===== config.mk =====
export PLATFORM = sky130hd
export DESIGN_NAME = rof2d_cell
export DESIGN_NICKNAME = d
export VERILOG_FILES = /design/src/rtl/rof2d_pkg.sv /design/src/rtl/rof2d_cell.sv
export SDC_FILE = /design/constraint.sdc
export NUM_CORES = 2
export LEC_CHECK = 0
export ABC_AREA = 0
export ABC_CLOCK_PERIOD_IN_PS = 13040
export BUFFER_PORTS_ARGS = -buffer_cell sky130_fd_sc_hd__buf_2
export CAP_MARGIN = 5
export CORE_MARGIN = 5
export CORE_UTILIZATION = 40
export CTS_CLUSTER_SIZE = 25
export DETAILED_ROUTE_END_ITERATION = 10
export PLACE_DENSITY = 0.67
export SYNTH_ARGS = -nofsm -noshare
export SYNTH_HDL_FRONTEND = slang
export SYNTH_SLANG_ARGS = --single-unit
export TNS_END_PERCENT = 20

===== constraint.sdc =====
create_clock -name clk -period 13.04 [get_ports clk]
set_input_delay 3.26 -clock clk [delete_from_list [all_inputs] [get_ports clk]]
set_output_delay 3.26 -clock clk [all_outputs]
set_load 0.1 [all_outputs]

===== src/rtl/rof2d_pkg.sv =====
package rof2d_pkg;

  localparam int MAX_POINTS_DEF = 64;
  localparam int COORD_BITS_DEF = 24;
  localparam int MINN_W = 13;
  localparam int RAD_W = 48;
  localparam int INDEX_W = 6;
  localparam int CFG_IDX_W = 2;
  localparam int DRAIN_CYCLES = 2;

  localparam logic [CFG_IDX_W-1:0] CFG_LEAST_COUNT = CFG_IDX_W'(0);
  localparam logic [CFG_IDX_W-1:0] CFG_RADIUS_SQUARED = CFG_IDX_W'(1);

  typedef enum logic [5:0] {
    ST_LOAD  = 6'b000001,
    ST_PRIME = 6'b000010,
    ST_SWEEP = 6'b000100,
    ST_DRAIN = 6'b001000,
    ST_EMIT  = 6'b010000,
    ST_CLOSE = 6'b100000
  } state_t;

  typedef struct packed {
    logic load;
    logic prime;
    logic eval;
    logic shift;
  } cell_ctrl_t;

  typedef struct packed {
    logic scan;
    logic keep;
    logic close;
  } emit_ctrl_t;

  typedef struct packed {
    logic take;
    logic done;
  } emit_stat_t;

endpackage


===== src/rtl/rof2d_cell.sv =====
module rof2d_cell #(
  parameter int COORD_BITS = rof2d_pkg::COORD_BITS_DEF,
  parameter int CNT_W = 7,
  parameter int INDEX = 0
) (
  input  logic                         clk,
  input  logic                         rst,
  input  rof2d_pkg::cell_ctrl_t        ctrl,
  input  logic [CNT_W-1:0]             loaded,
  input  logic [rof2d_pkg::RAD_W-1:0]  radius_squared,
  input  logic signed [COORD_BITS-1:0] load_x,
  input  logic signed [COORD_BITS-1:0] load_y,
  input  logic signed [COORD_BITS-1:0] next_x,
  input  logic signed [COORD_BITS-1:0] next_y,
  input  logic [CNT_W-1:0]             next_cnt,
  input  logic signed [COORD_BITS-1:0] ring_in_x,
  input  logic signed [COORD_BITS-1:0] ring_in_y,
  input  logic                         ring_in_v,
  output logic signed [COORD_BITS-1:0] res_x,
  output logic signed [COORD_BITS-1:0] res_y,
  output logic [CNT_W-1:0]             count,
  output logic signed [COORD_BITS-1:0] ring_x,
  output logic signed [COORD_BITS-1:0] ring_y,
  output logic                         ring_v
);

  localparam int SQ_W = 2 * COORD_BITS;
  localparam int SUM_W = SQ_W + 1;
  localparam int CMP_W = (SUM_W > rof2d_pkg::RAD_W) ? SUM_W : rof2d_pkg::RAD_W;

  logic signed [COORD_BITS:0] ddx;
  logic signed [COORD_BITS:0] ddy;
  logic [COORD_BITS:0] adx;
  logic [COORD_BITS:0] ady;
  logic [COORD_BITS-1:0] d1x;
  logic [COORD_BITS-1:0] d1y;
  logic v1;
  logic [SQ_W-1:0] sq2x;
  logic [SQ_W-1:0] sq2y;
  logic v2;
  logic [SUM_W-1:0] dsum;
  logic near;

  always_comb begin
    ddx = {res_x[COORD_BITS-1], res_x} - {ring_x[COORD_BITS-1], ring_x};
    ddy = {res_y[COORD_BITS-1], res_y} - {ring_y[COORD_BITS-1], ring_y};
    adx = ddx[COORD_BITS] ? (-ddx) : ddx;
    ady = ddy[COORD_BITS] ? (-ddy) : ddy;
    dsum = {1'b0, sq2x} + {1'b0, sq2y};
    near = CMP_W'(dsum) < CMP_W'(radius_squared);
  end

  // resident point, written on load, shifted toward cell zero on emit
  always_ff @(posedge clk) begin
    if (ctrl.load && loaded == CNT_W'(INDEX)) begin
      res_x <= load_x;
      res_y <= load_y;
    end else if (ctrl.shift) begin
      res_x <= next_x;
      res_y <= next_y;
    end
  end

  // travelling copy on the ring
  always_ff @(posedge clk) begin
    if (rst) begin
      ring_v <= 1'b0;
    end else if (ctrl.prime) begin
      ring_v <= CNT_W'(INDEX) < loaded;
    end else if (ctrl.eval) begin
      ring_v <= ring_in_v;
    end
  end

  always_ff @(posedge clk) begin
    if (ctrl.prime) begin
      ring_x <= res_x;
      ring_y <= res_y;
    end else if (ctrl.eval) begin
      ring_x <= ring_in_x;
      ring_y <= ring_in_y;
    end
  end

  // distance pipeline
  always_ff @(posedge clk) begin
    if (rst) begin
      v1 <= 1'b0;
      v2 <= 1'b0;
    end else begin
      v1 <= ctrl.eval && ring_v;
      v2 <= v1;
    end
  end

  always_ff @(posedge clk) begin
    d1x <= adx[COORD_BITS-1:0];
    d1y <= ady[COORD_BITS-1:0];
    sq2x <= d1x * d1x;
    sq2y <= d1y * d1y;
  end

  always_ff @(posedge clk) begin
    if (ctrl.prime) begin
      count <= '0;
    end else if (ctrl.shift) begin
      count <= next_cnt;
    end else if (v2 && near) begin
      count <= count + CNT_W'(1);
    end
  end

endmodule


==> reports/metrics.csv <==
metric;value;unit
Post-DRT Antenna Nets;0;
Yosys top cell by area;fa_1;
later-pin clock latency in the skew report;0.63;ns
YS warnings;0;
crit path time final;8.296;ns
Primary FF master, synth;dfxtp_1;
largest net degree at the start of global routing;60;
Hold Buf Count CTS;0;
Max Buffers Root-to-Sink;3;
Syn Inst Count;5029;
DR WL/cell;16.86;um
worst hold path type;reg -> reg;
Total GRT Usage;18.72;%
vias;34090;
die height;352.5;um
Hold Path Sink;v2$_SDFF_PP0_;
Layout fillers;11290;
Clock Sink Count;248;
Worst-path clk slew;0.06;ns
Worst R2R End;sq2x[47]$_DFF_P_;
EDFF count, synth;96;
commonest non-fill, non-tap cell in the layout;inv_1;
share of cells above drive strength 1;10.69;%
initial core utilization;40.31;%
Yosys reg bits;248;
Netlist Area Pre-Place;46910;um^2
initial antenna violation count;10;
slew of the pin with the lowest slew margin;1.158;ns
core footprint;116400;um^2
routability cong.;0.9137;
post-CTS setup buffers;0;
DRT Pass-1 Iters;5;
max-slew violation count;0;
worst r2r src;d1x[2]$_DFF_P_;
Startpoint Class;flop;
post-cts resize count;0;
Syn Nets;6586;
unrepaired setup endpoints after global routing;no;
Worst Path Arrival;8.83;ns
Setup Crit Path Kind;reg -> reg;
post-synthesis sequential area ratio;12.63;%
grt ovf;0;
Synth-to-Final Area Change;9.226;%
Root Buffer;clkbuf_16;
CP Data Required Time;13.57;ns
CTS HTree Levels;1;
drt total wl;115400;um
status;completed;
Worst Path Max Fanout;24;
R2R Setup Slk;4.74;ns
hold_ws;0.4569;ns
r2r worst-path depth;26;
DRC;0;
CTS tree;yes;
Setup crit start;d1x[2]$_DFF_P_;
Port-buffer cells;316;
row cnt;125;
FMAX;0.1205;GHz
Die Wd;352.5;um
most frequent cells in the layout;1323 x inv_1, 846 x fa_1, 498 x ha_1;
worst hold stages;1;
die area;124200;um^2
setup TNS;0;ns
synth top area cells;fa_1 36%, ha_1 13%, inv_1 11%;
nets;6848;
vias in the first global route;36830;
initial drt markers;2113;
max_cap viols;0;
Synth async-reset ratio;0;%
boundary pin count;317;
Via density;4.982;
final hold vios;0;
fin crit share;63.62;%
Slew headroom;22.53;%
Yosys top cell area share;36.10;%
global-route wire length before repair;189200;um
CTS buffer count;31;
final setup fails;0;
Setup crit end kind;flop;
dpl hpwl;96930;um
Layout Skew;0.02186;ns
Avg Cell Area, Syn;9.328;um^2
worst hold path startpoint;v1$_SDFF_PP0_;
Synth cell types;96;
==> worst max path at each step <==
stage                  endpoint  slack (ns)  cells after the start
2_1_floorplan  sq2y[47]$_DFF_P_        5.74                     26
3_3_place_gp   sq2x[47]$_DFF_P_        4.79                     26
3_5_place_dp   sq2x[47]$_DFF_P_        4.77                     26
4_1_cts        sq2x[47]$_DFF_P_        4.77                     26
5_1_grt        sq2x[47]$_DFF_P_        4.07                     26
6_report       sq2x[47]$_DFF_P_        4.74                     26
==> per-stage QoR <==
| stage | setup slack [ns] | cells | util [%] | instance area [um^2] |
|---|---|---|---|---|
| final | 4.744 | 6843 | 44.03 | 51240 |
| after global routing | 4.067 | 6839 | 44.02 | 51230 |
| after global placement | 4.787 | 6782 | 43.16 | 50230 |
| after CTS | 4.765 | 6839 | 44.02 | 51230 |
| after detailed placement | 4.768 | 6782 | 43.16 | 50230 |
| after floorplan | 5.739 | 5029 | - | 46910 |
==> sequential cells by signal, indices dropped and copies added, names as in the netlist <==
register  cells
sq2x         47
sq2y         47
d1x          24
d1y          24
res_x        24
res_y        24
ring_x       24
ring_y       24
count         7
ring_v        1
v1            1
v2            1
==> metal layers <==
layer / routed length, um / up-vias / GRT usage [%]
met5: 34 / - / 0
met4: 3320 / 6 / 4.937
met3: 7717 / 179 / 3.408
met2: 55620 / 982 / 32.45
met1: 48660 / 16840 / 24.17
li1: - / 16090 / -
==> cell usage after synthesis, types with 6 or more instances <==
cell type / count
a211o_1: 6
a211oi_1: 25
a21o_1: 92
a21oi_1: 181
a221oi_1: 10
a31oi_1: 25
and2_1: 233
and3_1: 19
clkbuf_1: 123
dfxtp_1: 152
edfxtp_1: 96
fa_1: 846
ha_1: 498
inv_1: 1323
mux2_2: 100
mux2i_1: 6
nand2_1: 421
nand2b_1: 24
nand3_1: 40
nand3b_1: 8
nand4_1: 23
nor2_1: 152
nor2b_1: 33
nor3_1: 31
nor3b_1: 9
nor4_1: 10
nor4b_1: 6
o211ai_1: 14
o21a_1: 22
o21ai_0: 105
o21ai_1: 9
o21bai_1: 15
o31ai_1: 7
or2_2: 18
or3_1: 8
xnor2_1: 136
xor2_1: 80
==> cell type report <==
class / count / area (um^2) / area share, %
multi-input cells: 3329 / 35530 / 69.35
clock buffers: 39 / 815.8 / 1.592
well taps: 1524 / 1907 / 3.722
flip-flops and latches: 248 / 5926 / 11.57
inverters: 1323 / 4966 / 9.692
clock inverters: 18 / 185.2 / 0.3614
repair buffers: 358 / 1897 / 3.702
diodes: 4 / 10.01 / 0.01954
==> cell families after synthesis <==
group                    share of synthesized area [%]
AO/OA/AOI/OAI                                    8.581
XOR/XNOR                                         4.081
adder cells (fa/ha/maj)                          49.39
buffers and inverters                            11.63
flip-flops                                       12.63
multiplexers                                     2.529
AND/OR/NAND/NOR                                  11.15
==> worst max-delay path, stage by stage (launching register included) <==
cell and delay (ns):
dfxtp_1 1.04, nand2_1 0.26, fa_1 0.59, inv_1 0.05
fa_1 0.52, inv_1 0.05, fa_1 0.54, inv_1 0.06
fa_1 0.49, inv_1 0.05, fa_1 0.53, inv_1 0.05
fa_1 0.47, inv_1 0.05, fa_1 0.47, inv_1 0.07
ha_1 0.38, a21oi_1 0.17, o21ai_0 0.15, nor3b_1 0.17
a2111oi_0 0.33, o31ai_1 0.22, a21oi_1 0.51, a21oi_1 0.19
a221oi_1 0.50, nor2_1 0.10, a211oi_1 0.17
Power is not shown: default switching activity piles up to over one toggle a cycle in this logic, so the estimate is an artifact.
