$ cat src/rtl/rof2d_pkg.sv
package rof2d_pkg;

  localparam int MAX_POINTS_DEF = 64;
  localparam int COORD_BITS_DEF = 24;
  localparam int MINN_W = 13;
  localparam int RAD_W = 48;
  localparam int INDEX_W = 6;
  localparam int CFG_IDX_W = 2;
  localparam int DRAIN_CYCLES = 2;

  localparam logic [CFG_IDX_W-1:0] CFG_LEAST_COUNT = CFG_IDX_W'(0);
  localparam logic [CFG_IDX_W-1:0] CFG_RADIUS_SQUARED = CFG_IDX_W'(1);

  typedef enum logic [5:0] {
    ST_LOAD  = 6'b000001,
    ST_PRIME = 6'b000010,
    ST_SWEEP = 6'b000100,
    ST_DRAIN = 6'b001000,
    ST_EMIT  = 6'b010000,
    ST_CLOSE = 6'b100000
  } state_t;

  typedef struct packed {
    logic load;
    logic prime;
    logic eval;
    logic shift;
  } cell_ctrl_t;

  typedef struct packed {
    logic scan;
    logic keep;
    logic close;
  } emit_ctrl_t;

  typedef struct packed {
    logic take;
    logic done;
  } emit_stat_t;

endpackage

$ cat src/rtl/rof2d_emit.sv
module rof2d_emit #(
  parameter int COORD_BITS = rof2d_pkg::COORD_BITS_DEF
) (
  input  logic                                clk,
  input  logic                                rst,
  input  rof2d_pkg::emit_ctrl_t               ctl,
  input  logic [rof2d_pkg::INDEX_W-1:0]       cand_index,
  input  logic signed [COORD_BITS-1:0]        cand_x,
  input  logic signed [COORD_BITS-1:0]        cand_y,
  input  logic                                ovf,
  output rof2d_pkg::emit_stat_t               stat,
  output logic                                out_valid,
  input  logic                                out_ready,
  output logic [rof2d_pkg::INDEX_W-1:0]       point_index,
  output logic signed [COORD_BITS-1:0]        kept_x,
  output logic signed [COORD_BITS-1:0]        kept_y,
  output logic                                run_end,
  output logic                                nothing_kept,
  output logic                                overflowed
);

  logic pend_v;
  logic [rof2d_pkg::INDEX_W-1:0] pend_idx;
  logic signed [COORD_BITS-1:0] pend_x;
  logic signed [COORD_BITS-1:0] pend_y;
  logic slot_free;
  logic push_mid;
  logic push_end;

  // a kept point waits in pend until the next one shows whether it is the final one
  always_comb begin
    slot_free = !out_valid || out_ready;
    push_mid = ctl.scan && ctl.keep && pend_v && slot_free;
    push_end = ctl.close && slot_free;
    stat.take = ctl.scan && (!(ctl.keep && pend_v) || slot_free);
    stat.done = push_end;
  end

  always_ff @(posedge clk) begin
    if (rst) begin
      pend_v <= 1'b0;
    end else if (push_end) begin
      pend_v <= 1'b0;
    end else if (stat.take && ctl.keep) begin
      pend_v <= 1'b1;
    end
  end

  always_ff @(posedge clk) begin
    if (stat.take && ctl.keep) begin
      pend_idx <= cand_index;
      pend_x <= cand_x;
      pend_y <= cand_y;
    end
  end

  always_ff @(posedge clk) begin
    if (rst) begin
      out_valid <= 1'b0;
    end else if (push_mid || push_end) begin
      out_valid <= 1'b1;
    end else if (out_ready) begin
      out_valid <= 1'b0;
    end
  end

  always_ff @(posedge clk) begin
    if (push_mid || (push_end && pend_v)) begin
      point_index <= pend_idx;
      kept_x <= pend_x;
      kept_y <= pend_y;
      run_end <= push_end;
      nothing_kept <= 1'b0;
      overflowed <= ovf;
    end else if (push_end) begin
      point_index <= '0;
      kept_x <= '0;
      kept_y <= '0;
      run_end <= 1'b1;
      nothing_kept <= 1'b1;
      overflowed <= ovf;
    end
  end

endmodule

$ cat config.mk
export PLATFORM = sky130hd
export DESIGN_NAME = rof2d_emit
export DESIGN_NICKNAME = d
export VERILOG_FILES = /design/src/rtl/rof2d_pkg.sv /design/src/rtl/rof2d_emit.sv
export SDC_FILE = /design/constraint.sdc
export NUM_CORES = 1
export LEC_CHECK = 0
export BUFFER_PORTS_ARGS = -buffer_cell sky130_fd_sc_hd__clkbuf_2
export CORE_MARGIN = 5
export CORE_UTILIZATION = 50
export DETAILED_ROUTE_END_ITERATION = 16
export GPL_TIMING_DRIVEN = 1
export PLACE_DENSITY = 0.81
export SETUP_SLACK_MARGIN = 0.4
export SLEW_MARGIN = 20
export SYNTH_ARGS = -nofsm -noshare
export SYNTH_HDL_FRONTEND = slang
export SYNTH_SLANG_ARGS = --single-unit
$ cat constraint.sdc
create_clock -name clk -period 5 [get_ports clk]
set_input_delay 1 -clock clk [delete_from_list [all_inputs] [get_ports clk]]
set_output_delay 1 -clock clk [all_outputs]
set_load 0.03 [all_outputs]
==> results of run 1 <==
critical path: stages:
cell and delay (ns):
clkbuf_2 0.08, nor2b_1 0.64, a31oi_1 0.20, clkbuf_2 0.23
area by class of cell:
| type | count | area [µm²] | share of cell area (%) |
|---|---|---|---|
| flip-flops and latches | 113 | 3360 | 65.2 |
| repair buffers | 123 | 623 | 12.1 |
| well taps | 102 | 128 | 2.48 |
| multi-input cells | 68 | 488 | 9.47 |
| clock buffers | 19 | 422 | 8.18 |
| inverters | 3 | 11.3 | 0.218 |
| clock inverters | 13 | 120 | 2.33 |
cells in the mapped netlist:
cell	instances	area, µm²
nor2_1	2	7.51
a31oi_1	1	6.26
and2_2	30	225
or3_1	1	6.26
a211oi_4	1	20.0
dfxtp_1	3	60.1
o21ba_2	1	10.0
and2_1	24	150
nand3_1	1	5.00
nand2_1	1	3.75
clkbuf_2	5	25.0
nor2b_1	1	6.26
edfxtp_1	110	3300
buf_4	1	7.51
nor3_1	1	5.00
a21oi_1	4	20.0
inv_1	3	11.3
through the flow:
step	utilization, %	setup WS, ns	instances	total power (W)	hold WS [ns]
floorplan	-	0.644	190	0.00122	0.497
global placement	60.3	1.96	409	0.00127	0.468
detailed placement	60.3	1.87	409	0.00127	0.474
CTS	67.4	1.85	441	0.00235	0.487
global route	67.4	1.77	441	0.00242	0.512
finish	67.4	1.86	441	0.00233	0.485
where the power goes:
part / switching (W) / internal (W) / total, W
registers: 0.0000116 / 0.00109 / 0.00111
clock network: 0.000376 / 0.000697 / 0.00107
logic: 0.000104 / 0.0000433 / 0.000147
worst paths after layout:
| check | from | end | slack (ns) | depth (start not counted) |
|---|---|---|---|---|
| worst max-delay path | out_ready | stat[1] | 1.86 | 4 |
| worst max register to register | out_valid | kept_y[13] | 2.94 | 4 |
| worst min register to register | nothing_kept | nothing_kept | 0.48 | 1 |
| worst min-delay path | nothing_kept | nothing_kept | 0.48 | 1 |
routing by layer:
| metal | up-vias | track usage [%] |
|---|---|---|
| met3 | 6 | 6.07 |
| met2 | 74 | 24.4 |
| li1 | 967 | - |
| met4 | 0 | 5.75 |
| met5 | - | 0 |
| met1 | 961 | 15.1 |
logic make-up (layout without fill, tap and decap cells):
family                 after synthesis  in the layout
buffers and inverters                9            158
flip-flops                         113            113
AND/OR/NAND/NOR                     61             61
AO/OA/AOI/OAI                        7              7
flip-flops by register name, indices dropped and copies added (netlist names):
name          cells
kept_x           24
kept_y           24
pend_x           24
pend_y           24
pend_idx          6
point_index       6
nothing_kept      1
out_valid         1
overflowed        1
pend_v            1
run_end           1
==> summary.txt, run 1 <==
Yosys
  • Compound-Gate Fraction of Synth Area: 1.45%
  • Main combinational cell family by area after synthesis: simple AND/OR/NAND/NOR gates
  • Seq/Total Area, Yosys: 86.8%
  • Distinct cells, synth: 17
  • Synth warnings: 0
  • #FFs+latches synth: 113
  • Mux cell area share after synthesis: 0%
  • Synth Area in XOR/XNOR: 0%
  • Post-Synthesis Cells: 190
  • Synth Cell Area: 0.00387 mm²
  • Syn avg cell area: 20.4 µm²
  • Post-Synth Adder-Cell Area: 0%
  • Post-Synth Simple-Gate Area: 10.6%
  • Synth Net Count: 251

Timing
  • RSZ-0062 raised after global routing: false
  • Fin. Hold Viols: 0
  • Max Transition Viols Final: 0
  • Fmax: 319 MHz
  • Final setup violation count: 0
  • Tcrit/Tclk final: 62.7%
  • Clk_skew: 0.00749 ns
  • Minimum clock period: 3.14 ns
  • Setup TNS: 0 ns
  • Slew HR: 40.4%
  • Worst slew pin tran: 0.891 ns

Critical path
  • Crit path kind: primary input to output port
  • Crit path launch type: primary input
  • CP max FO: 7
  • Req. time, crit path: 4.00 ns
  • Nature of the critical path endpoint: output port
  • CP arrival: 2.14 ns

CTS
  • Clk buf depth: 2
  • Post_cts resized: 0
  • Num Clock Sinks: 113
  • Total CTS buffers: 17
  • Clock latency on the worst-skew pair: 0.48 ns
  • CTS tree: built
  • Root Buffer: clkbuf_8
  • # H-tree levels: 4
  • Clock-pin slew of the registers on the worst-case setup and hold paths: 0.05 ns
  • Hold_buf cts: 0
  • Setup bufs post-CTS: 0

Min path
  • HP Class: flip-flop to flip-flop

Drt
  • Routed wire length on met3: 535 µm
  • Drt first pass iters: 4
  • Post-Route M1 WL: 2370 µm
  • Via-per-instance ratio: 4.55
  • Residual DRC: 0
  • Wire per inst: 14.3 µm
  • Initial DRC count: 99
  • Final WL: 6320 µm
  • Final ANT Viol Nets: 0
  • Via count: 2008
  • Uppermost layer routed: met4
  • Met2 routed WL: 3360 µm

Placement
  • Routability congestion estimate: 0.759
  • DP HPWL: 4270 µm
  • PortBufs: 120
  • DP Area: 0.00461 mm²

Floorplan
  • Die height: 98.0 µm
  • Initial Util: 50.6%
  • Rows: 32
  • Io pins: 121
  • Die Width: 98.0 µm
  • Core area: 0.00765 mm²
  • Die area: 0.00960 mm²

Power and ir drop
  • Leak: 2.10 nW
  • Pwr/cell area: 451 mW/mm²
  • Peak supply drop: 243 µV

Finish
  • Layout Nets: 387
  • Leading cell type in the layout, fill and taps excluded: clkbuf_2
  • Finished Cell Area: 0.00515 mm²
  • Ant. Diodes: 0
  • Layout cells sized above 1: 54.6%
  • Commonest non-fill, non-tap cells in the layout: clkbuf_2 (120), edfxtp_1 (110), and2_2 (30)
  • Synth-to-layout area growth: 33.1%
  • Fillers: 570

Global route
  • Initial antenna violation count: 0
  • Total track usage: 14.1%
  • First-pass GRT wire length: 10300 µm
  • Number of global-route vias before repair: 2166
  • Total grt overflow: 0
  • Largest net degree at the start of global routing: 57

Run
  • # Max-Cap Violations: 0

Outcome
  • Outcome: completed
No activity file was read; power rests on OpenSTA's default activity.
==> inputs of run 2 (changes only) <==
- CORE_UTILIZATION: 50 -> 45
- PLACE_DENSITY: 0.81 -> 0.77
- clock period: 5 -> 2.73 ns (I/O delays scaled with it)
==> summary.txt, run 2 (synthesis gave the netlist of run 1 again) <==
Outcome
  • Outcome: completed

Global route
  • Largest net degree at the start of global routing: 56
  • Total track usage: 13.9%
  • Number of global-route vias before repair: 2129
  • First-pass GRT wire length: 10500 µm
  • Initial antenna violation count: 0
  • Total grt overflow: 0

Min path
  • Hold Path End: pend_idx[2]
  • Hold Path Depth: 1
  • HP Class: primary input to flip-flop
  • Hold_sp: cand_index[2]

Timing
  • Worst slew pin tran: 0.404 ns
  • Fin. Hold Viols: 0
  • Setup TNS: 0 ns
  • Final setup violation count: 0
  • Tcrit/Tclk final: 76.1%
  • Minimum clock period: 2.08 ns
  • Max Transition Viols Final: 0
  • Fmax: 481 MHz
  • Slew HR: 73.1%
  • RSZ-0062 raised after global routing: false
  • Clk_skew: 0.00589 ns

Power and ir drop
  • Peak supply drop: 606 µV
  • Leak: 2.10 nW
  • Pwr Total: 0.00419 W
  • Pwr/cell area: 812 mW/mm²

Critical path
  • Crit path kind: flip-flop to output port
  • Reg-to-Reg End: kept_x[22]
  • Worst r2r path cells: 5
  • CP arrival: 1.53 ns
  • CP max FO: 7
  • Crit path launch type: flip-flop
  • Req. time, crit path: 2.18 ns
  • Nature of the critical path endpoint: output port
  • FF-to-FF setup slack: 1.15 ns
  • Origin of the critical flop-to-flop path: out_valid

CTS
  • Clock-pin slew of the registers on the worst-case setup and hold paths: 0.05 ns
  • Total CTS buffers: 17
  • Num Clock Sinks: 113
  • # H-tree levels: 4
  • Clock latency on the worst-skew pair: 0.49 ns
  • Root Buffer: clkbuf_8
  • Setup bufs post-CTS: 0
  • Hold_buf cts: 0
  • Clk buf depth: 2
  • CTS tree: built
  • Post_cts resized: 0

Finish
  • Ant. Diodes: 0
  • Leading cell type in the layout, fill and taps excluded: clkbuf_2
  • Commonest non-fill, non-tap cells in the layout: clkbuf_2 (120), edfxtp_1 (110), and2_2 (30)
  • Synth-to-layout area growth: 33.3%
  • Layout cells sized above 1: 55.3%
  • Layout Nets: 389
  • Fillers: 601

Placement
  • PortBufs: 120
  • DP HPWL: 4480 µm
  • Routability congestion estimate: 0.730

Drt
  • Residual DRC: 0
  • Final WL: 6720 µm
  • Via count: 2023
  • Drt first pass iters: 5
  • Final ANT Viol Nets: 0
  • Wire per inst: 15.1 µm
  • Initial DRC count: 60
  • Via-per-instance ratio: 4.55

Floorplan
  • Die height: 103 µm
  • Rows: 33
  • Core area: 0.00830 mm²
  • Die area: 0.0106 mm²
  • Io pins: 121
  • Initial Util: 46.7%
  • Die Width: 103 µm

Run
  • # Max-Cap Violations: 0
-- run 2: worst max path at each step --
stage / to / slack (ns) / depth (start not counted) / startpoint
2_1_floorplan: kept_x[0] / 0.63 / 2 / ctl[2]
3_3_place_gp: kept_y[6] / 0.95 / 5 / ctl[2]
3_5_place_dp: kept_x[22] / 0.89 / 5 / ctl[2]
4_1_cts: stat[0] / 0.63 / 4 / out_valid
5_1_grt: stat[0] / 0.56 / 4 / out_valid
6_report: stat[0] / 0.65 / 4 / out_valid
-- run 2: final cells by class --
| type | instances | area (µm²) | area share, % |
|---|---|---|---|
| inverters | 3 | 11.3 | 0.218 |
| repair buffers | 125 | 651 | 12.6 |
| clock buffers | 19 | 422 | 8.17 |
| clock inverters | 12 | 95.1 | 1.84 |
| multi-input cells | 68 | 488 | 9.45 |
| flip-flops and latches | 113 | 3360 | 65.2 |
| well taps | 105 | 131 | 2.55 |
-- run 2: routing by layer --
layer	GRT usage (%)	routed length [µm]
met1	14.8	2490
met2	23.0	3530
met3	6.97	615
met4	6.67	88
met5	0	0
-- run 2: critical path: stages (launching register included) --
cell and delay [ns]:
dfxtp_1 0.31, nor2b_1 0.13, buf_4 0.17, nor2_1 0.19
clkbuf_2 0.25
-- run 2: where the power goes --
| group | internal (W) | switching (W) |
|---|---|---|
| clock network | 0.00118 | 0.000704 |
| registers | 0.00200 | 0.0000220 |
| logic | 0.0000836 | 0.000193 |
| total | 0.00327 | 0.000920 |
-- run 2: stage by stage --
| step | hold slack, ns | instances | setup WS, ns | instance area [µm²] | util [%] |
|---|---|---|---|---|---|
| after CTS | 0.203 | 445 | 0.626 | 5160 | 62.2 |
| after floorplan | 0.497 | 190 | 0.631 | 3890 | - |
| final | 0.227 | 445 | 0.651 | 5160 | 62.2 |
| after global routing | 0.188 | 445 | 0.557 | 5160 | 62.2 |
| after global placement | 0.467 | 414 | 0.946 | 4640 | 56.0 |
| after detailed placement | 0.471 | 414 | 0.887 | 4640 | 56.0 |
==> inputs of run 3 (changes only) <==
- ABC_AREA: not set -> 1
- CORE_UTILIZATION: 45 -> 46
- PLACE_DENSITY: 0.77 -> 0.78
- clock period: 2.73 -> 1.85 ns (I/O delays scaled with it)
==> summary.txt, run 3 <==
Critical path
  • Slowest CP cell: dfxtp_4
  • CP arrival: 1.25 ns
  • Nature of the critical path endpoint: output port
  • Most used cell, CP: nor2_4
  • Crit path kind: flip-flop to output port
  • Max incr delay on CP: 0.39 ns
  • Req. time, crit path: 1.48 ns
  • CP max FO: 3
  • Crit path launch type: flip-flop
  • CP Cell Sequence: inv_2, nor2_4, nor2_4, buf_8

Yosys
  • Synth Net Count: 320
  • Top_reg_cell synth: edfxtp_1
  • Synth warnings: 0
  • #FFs+latches synth: 113
  • Top cell type's share of synthesized area: 77.8%
  • Post-Synthesis Cells: 259
  • Count leader, synth: edfxtp_1
  • Top cells by area, synth: edfxtp_1 (78%), a21oi_2 (8.5%), inv_1 (5.2%), buf_6 (2.7%), a21oi_1 (1.8%)
  • Seq/Total Area, Yosys: 79.2%
  • Asr flop ratio synth: 0%
  • Synth area leader: edfxtp_1
  • Distinct cells, synth: 17
  • Synth Cell Area: 0.00425 mm²
  • Syn avg cell area: 16.4 µm²
  • Synth top cells by count: edfxtp_1 (110), inv_1 (59), a21oi_2 (41), a21oi_1 (15), buf_6 (10)
  • Post-synth EDFFs: 110

CTS
  • Hold_buf cts: 0
  • # H-tree levels: 4
  • Clk buf depth: 2
  • CTS tree: built
  • Total CTS buffers: 17
  • Root Buffer: clkbuf_8
  • Clock latency on the worst-skew pair: 0.49 ns
  • Num Clock Sinks: 113
  • Clock-pin slew of the registers on the worst-case setup and hold paths: 0.06 ns

Global route
  • First-pass GRT wire length: 12800 µm
  • Initial antenna violation count: 0
  • Total track usage: 15.0%
  • Number of global-route vias before repair: 2596
  • Largest net degree at the start of global routing: 57
  • Total grt overflow: 0

Min path
  • HP Class: primary input to flip-flop

Floorplan
  • Die Width: 106 µm
  • Core area: 0.00911 mm²
  • Rows: 35
  • Io pins: 121
  • Die area: 0.0112 mm²
  • Die height: 106 µm
  • Initial Util: 46.6%

Drt
  • Initial DRC count: 95
  • Wire per inst: 15.9 µm
  • Final WL: 8340 µm
  • Final ANT Viol Nets: 0
  • Residual DRC: 0
  • Via count: 2453
  • Drt first pass iters: 4
  • Via-per-instance ratio: 4.67

Placement
  • DP HPWL: 5270 µm
  • DP Area: 0.00506 mm²
  • Routability congestion estimate: 0.701
  • Place WS: 0.305 ns
  • PortBufs: 120
  • Placed cells: 484

Run
  • # Max-Cap Violations: 0

Finish
  • Leading cell type in the layout, fill and taps excluded: edfxtp_1
  • Post-layout util: 66.4%
  • Finished Cell Area: 0.00605 mm²
  • Fin cells: 525
  • Layout Nets: 462
  • Ant. Diodes: 0
  • Commonest non-fill, non-tap cells in the layout: edfxtp_1 (110), clkbuf_2 (60), inv_1 (57)
  • Layout cells sized above 1: 54.3%
  • Synth-to-layout area growth: 42.4%

Timing
  • Minimum clock period: 1.62 ns
  • Tcrit/Tclk final: 87.6%
  • Clk_skew: 0.0133 ns
  • Final setup violation count: 0
  • Worst setup margin: 0.230 ns
  • Max Transition Viols Final: 0
  • Slew HR: 76.5%
  • Fin. Hold Viols: 0
  • RSZ-0062 raised after global routing: true
  • Worst slew pin tran: 0.353 ns
  • Fmax: 617 MHz

Power and ir drop
  • Pwr/cell area: 1080 mW/mm²
  • Peak supply drop: 597 µV
  • Pwr Total: 0.00650 W
  • Leak: 2.57 nW

Outcome
  • Outcome: completed
run 3: layout make-up:
class,instances,area [µm²]
timing repair buffer,135,1130
sequential,113,3370
clock inverter,15,125
multi-input combinational,74,633
tap,111,139
fill,653,3060
clock buffer,17,414
inverter,60,230
run 3: worst paths after layout:
check | from | end | slack [ns] | cells after the start
worst max register to register | out_valid | pend_y[0] | 0.42 | 5
worst min-delay path | rst | pend_v | 0.04 | 2
worst min register to register | nothing_kept | nothing_kept | 0.50 | 2
worst max-delay path | out_valid | stat[0] | 0.23 | 4
run 3: cells by family (layout without fill, tap and decap cells):
kind of cell	count (synthesis)	in the layout	synth area share, %
simple gates	17	17	2.12
compound gates	57	57	10.4
flops	113	113	79.2
buf+inv	72	227	8.25
run 3: repair_timing:
action | CTS | global route
setup endpoints to repair | 26 | 134
setup buffers | 3 | 3
gates resized for setup | 50 | 108
pin swaps | 1 | 2
gates cloned | 0 | 3
run 3: per-layer routing:
layer  vias up  GRT usage, %  part of all wire, %
met5         -             0                    0
met4         0          6.20                  1.3
met3        10          6.38                  6.0
met2        84          25.3                   52
met1      1178          16.9                   40
li1       1181             -                    -
run 3: critical path: cells and delay by family, from the launching register on:
family,cells,cell delay [ns]
buffers and inverters,2,0.19
flip-flops,1,0.39
AND/OR/NAND/NOR,2,0.18
run 3: metrics by stage:
step	hold slack (ns)	TNS [ns]
after detailed placement	0.489	0
after CTS	0.0231	0
after global routing	0.0155	0
after floorplan	0.439	-1.41
final	0.0443	0
after global placement	0.474	0
run 3: where the power goes:
group | internal [W] | switching, W | total, W
clock network | 0.00168 | 0.00122 | 0.00290
registers | 0.00297 | 0.0000479 | 0.00302
logic | 0.000236 | 0.000348 | 0.000584
